`src/rtl/core/zph_pkg.sv`:
```
// Package for the Zobrist position hash: item codes, key-table layout and
// the splitmix64 key generator, which is only evaluated on constant indices.
// No dependencies.
package zph_pkg;

  typedef logic [63:0] key_t;

  typedef enum logic {
    CMD_BOARD  = 1'b0,
    CMD_FINISH = 1'b1
  } cmd_t;

  localparam int unsigned SQUARES     = 64;
  localparam int unsigned KEYS_PER_SQ = 12;
  localparam int unsigned CASTLE_BASE = 768;
  localparam int unsigned CASTLE_KEYS = 16;
  localparam int unsigned EP_BASE     = 784;
  localparam int unsigned EP_KEYS     = 8;
  localparam int unsigned SIDE_INDEX  = 792;

  localparam logic [2:0] PIECE_MAX   = 3'd5;
  localparam logic [3:0] BLACK_OFFS  = 4'd6;

  localparam key_t KEY_SEED  = 64'd20250601;
  localparam key_t GAMMA     = 64'h9e3779b97f4a7c15;
  localparam key_t MIX_MUL_A = 64'hbf58476d1ce4e5b9;
  localparam key_t MIX_MUL_B = 64'h94d049bb133111eb;

  typedef logic [KEYS_PER_SQ-1:0][63:0] sq_row_t;
  typedef logic [CASTLE_KEYS-1:0][63:0] castle_row_t;
  typedef logic [EP_KEYS-1:0][63:0]     ep_row_t;

  // Output idx of splitmix64: state after idx+1 steps is seed + (idx+1)*gamma.
  function automatic key_t key_at(input int unsigned idx);
    key_t z;
    z = KEY_SEED + (64'(idx) + 64'd1) * GAMMA;
    z = (z ^ (z >> 30)) * MIX_MUL_A;
    z = (z ^ (z >> 27)) * MIX_MUL_B;
    return z ^ (z >> 31);
  endfunction

  function automatic sq_row_t square_row(input int unsigned sq);
    sq_row_t row;
    for (int unsigned i = 0; i < KEYS_PER_SQ; i++) begin
      row[i] = key_at(sq * KEYS_PER_SQ + i);
    end
    return row;
  endfunction

  function automatic castle_row_t castle_row();
    castle_row_t row;
    for (int unsigned i = 0; i < CASTLE_KEYS; i++) begin
      row[i] = key_at(CASTLE_BASE + i);
    end
    return row;
  endfunction

  function automatic ep_row_t ep_row();
    ep_row_t row;
    for (int unsigned i = 0; i < EP_KEYS; i++) begin
      row[i] = key_at(EP_BASE + i);
    end
    return row;
  endfunction

endpackage

```
`src/rtl/core/zph_flags.sv`:
```
// Position flag keys: castling, en-passant file and side to move, folded into
// one 64-bit word. Uses zph_pkg.
module zph_flags (
  input  logic        [3:0] castle,
  input  logic              ep_valid,
  input  logic        [2:0] ep_file,
  input  logic              black_to_move,
  output zph_pkg::key_t     flag_key
);
  import zph_pkg::*;

  localparam castle_row_t CASTLE_ROW = castle_row();
  localparam ep_row_t     EP_ROW     = ep_row();
  localparam key_t        SIDE_KEY   = key_at(SIDE_INDEX);

  key_t ep_key;
  key_t side_key;

  assign ep_key   = ep_valid ? EP_ROW[ep_file] : '0;
  assign side_key = black_to_move ? SIDE_KEY : '0;
  assign flag_key = CASTLE_ROW[castle] ^ ep_key ^ side_key;

endmodule

```
`config.mk`:
```
export PLATFORM = sky130hd
export DESIGN_NAME = zph_flags
export DESIGN_NICKNAME = d
export VERILOG_FILES = /design/src/rtl/core/zph_pkg.sv /design/src/rtl/core/zph_flags.sv
export SDC_FILE = /design/constraint.sdc
export NUM_CORES = 1
export LEC_CHECK = 0
export BUFFER_PORTS_ARGS = -buffer_cell sky130_fd_sc_hd__buf_2
export CORE_ASPECT_RATIO = 1.4
export CORE_MARGIN = 3
export CORE_UTILIZATION = 55
export DETAILED_ROUTE_END_ITERATION = 7
export GPL_TIMING_DRIVEN = 0
export PLACE_DENSITY = 0.89
export SETUP_SLACK_MARGIN = 0.2
export SLEW_MARGIN = 0
export SYNTH_ARGS = -nofsm -noshare
export SYNTH_HDL_FRONTEND = slang
export SYNTH_SLANG_ARGS = --single-unit
export TNS_END_PERCENT = 10
```
`constraint.sdc`:
```
create_clock -name vclk -period 2.4
set_input_delay 0.36 -clock vclk [all_inputs]
set_output_delay 0.36 -clock vclk [all_outputs]
set_load 0.02 [all_outputs]
```
==> summary by stage <==
Run status
The run finished with clean final reports.

Die
The floorplan has 32 rows. For this configuration, the core starts out at a cell density of 0.573. The core region is 5570 µm². For this design the top-level I/O count stands at 73.

From left edge to right edge, the die measures 70.3 µm. From bottom edge to top edge, the die measures 96.1 µm. The die covers 6760 µm².

Min path
The worst min-delay path class is in2out.

Synthesis
The number of nets handed over by synthesis was about 490. The area fraction of the dominant cell type after synthesis is 0.198. The number of warning messages in the yosys log is 0. The biggest area contributor in the post-synthesis netlist is sky130_fd_sc_hd__xnor2_1. The number of different library cells used by synthesis comes to 58.

The sequential element share of the synthesized area is 0. In this run the cell area of the synthesized design comes to roughly 3200 µm². Counting every instance in the synthesized netlist gives ~460. By area the synthesized netlist is led by sky130_fd_sc_hd__xnor2_1, sky130_fd_sc_hd__ha_1, sky130_fd_sc_hd__xor2_1. Averaged over all synthesized cells, the footprint is around 7.0 µm².

Routing
The antenna violation net count after detailed routing is 0. The number of DRC violations after detailed-routing iteration 0 is roughly 630. After detailed routing, the average wire length per cell comes to 22.0 µm. The detailed-route DRC error count is 0. The detail-routed via count per cell is ~6.5. Before antenna repair, the detailed router went through 5 iterations. After detailed routing, the total wire length is roughly 14 mm.

Summing over every cut layer, the via total after detailed routing is 3982.

Timing
Setup violations remaining at the end of the flow were counted as 0. The hold violation count in the final report is 0. Setup slack closes at around 0.12 ns. The final period utilization is 0.952. Setup repair after global routing could not meet its margin everywhere. The highest achievable clock rate is 438 MHz.

The max-slew violation total from the final report is 0. The final sum of negative setup slack is 0 ns. Counting I/O delays and the setup requirement, the final critical path takes around 2.3 ns.

The tightest slew margin relative to the limit is 0.635. The actual slew at the worst max-slew pin is 0.540 ns.

Pwr
In this run the power density over the cells is between 300 and 400 nW/µm². The total power is between 1 and 1.5 mW. The maximum ir drop on the vdd rail is ~250 µV. For this design the static power due to leakage is roughly 1.7 nW.

Job
Across the run, the number of max-cap violations was 0.

Worst setup path
For the worst setup path, the data arrival time is 1.92 ns. The worst setup path is of the in2out kind. The worst setup path is captured at an output pin. Together, buffers and inverters on the worst path number 4. The biggest fanout along the worst timing path is 7.

On the critical path, the stage with the largest delay is an instance of sky130_fd_sc_hd__ha_4. Traced cell by cell, the critical path runs through buf_12 -> buf_8 -> clkinvlp_4 -> ha_4 -> nor2b_4 -> o21ai_0 -> o21ai_1 -> xnor2_1 -> buf_4. The worst setup path is launched from a primary input. The critical path required time is around 2 ns. On the worst path, the slowest cell contributes a delay of between 0.3 and 0.4 ns. Among cell families on the critical path, the largest total delay comes from buffers and inverters.

Final layout
The share of final-layout standard cells stronger than drive strength 1 is 0.365. From synthesis to final layout, the design area changed by 30.1%. The final-layout clock buffer total is 0. The area taken by flip-flops and latches is 0 µm². The number of flip-flops and latches is 0. At the end of the flow, the number of nets in the layout was 584. The count of antenna diodes in the layout is 0.

Placed design
The number of buffers inserted by port buffering is 70. The worst slack after detailed placement is -0.425 ns. After legalization and detailed placement, the total HPWL measured between 10 and 15 mm. The global placer's final weighted congestion is 1.06.

Global routing
The first global-routing pass estimated between 20 and 25 mm of wire. The initial antenna violation count is 0. For this run the aggregate overflow at the end of global routing stands at 0.

The number of global-route vias before repair is 3795. The total routing usage reported by global routing is 0.379. The pin count of the biggest net entering global routing is 13.

Clock network
Buffers inserted to repair hold after CTS numbered 0.
logic make-up (layout without fill, tap and decap cells):
kind of cell | count (synthesis) | in the layout | share of synthesized area
and+or+nand+nor | 147 | 147 | 0.249
AOI/OAI and AO/OA | 120 | 120 | 0.231
xor gates and xnor gates | 102 | 102 | 0.288
buffers and inverters | 53 | 146 | 0.108
adders and majority gates | 25 | 25 | 0.0981
muxes | 8 | 8 | 0.0251
timing repair:
action | CTS | global route
endpoints found under the setup margin | 64 | 58
cloned | 1 | 0
pin swaps | 10 | 17
gates resized for setup | 61 | 34
buffers inserted | 16 | 6
power by group:
part / internal (mW) / switching (mW) / total [mW] / leakage, nW
Sequential: 0 / 0 / 0 / 0
Combinational: 0.572 / 0.887 / 1.46 / 1.75
Clock: 0 / 0 / 0 / 0
per-layer routing:
| layer | vias up | global-route usage | wire [µm] |
|---|---|---|---|
| met5 | - | 0 | 0 |
| met4 | 0 | 0.222 | 1120 |
| met2 | 344 | 0.673 | 6430 |
| li1 | 1712 | - | - |
| met3 | 107 | 0.0543 | 1270 |
| met1 | 1819 | 0.428 | 4750 |
area by class of cell:
| class | instances | area [µm²] |
|---|---|---|
| multi-input combinational | 402 | 3040 |
| fill | 442 | 1420 |
| timing repair buffer | 93 | 607 |
| buffer | 43 | 354 |
| tap | 68 | 85.1 |
| inverter | 10 | 57.6 |
cell usage after synthesis (all sizes together) (10+ instances only):
cell type	count
xnor2	72
o21ai	60
nor2b	19
nand2b	16
nand3	16
nor2	32
xor2	30
inv	10
ha	25
buf	38
a21oi	26
nand2	37
metrics by stage:
stage | instances | instance area (µm²) | utilization | hold slack, ns
after detailed placement | 593 | 3630 | 0.652 | 1.30
after floorplan | 455 | 3200 | - | 1.03
after global routing | 616 | 4150 | 0.745 | 1.31
final | 616 | 4150 | 0.745 | 1.28
after global placement | 593 | 3630 | 0.652 | 1.29
after CTS | 610 | 3980 | 0.715 | 1.29
final timing paths:
check	start	endpoint	slack (ns)	cells past startpoint
worst max-delay path	castle[1]	flag_key[63]	0.12	9
worst min-delay path	ep_file[0]	flag_key[52]	1.28	5
cells in the final DEF, fill, tap and decap left out, types with 12 or more instances in the layout:
cell type,synthesis,layout
sky130_fd_sc_hd__a21oi_1,26,22
sky130_fd_sc_hd__buf_2,19,64
sky130_fd_sc_hd__buf_4,8,45
sky130_fd_sc_hd__buf_6,10,13
sky130_fd_sc_hd__ha_1,25,19
sky130_fd_sc_hd__nand2_1,35,35
sky130_fd_sc_hd__nand2b_1,13,12
sky130_fd_sc_hd__nand3_1,15,15
sky130_fd_sc_hd__nor2_1,26,25
sky130_fd_sc_hd__nor2b_1,17,15
sky130_fd_sc_hd__o21ai_0,20,17
sky130_fd_sc_hd__o21ai_1,38,36
sky130_fd_sc_hd__xnor2_1,72,70
sky130_fd_sc_hd__xor2_1,28,26
(Power assumes the default switching activity.)
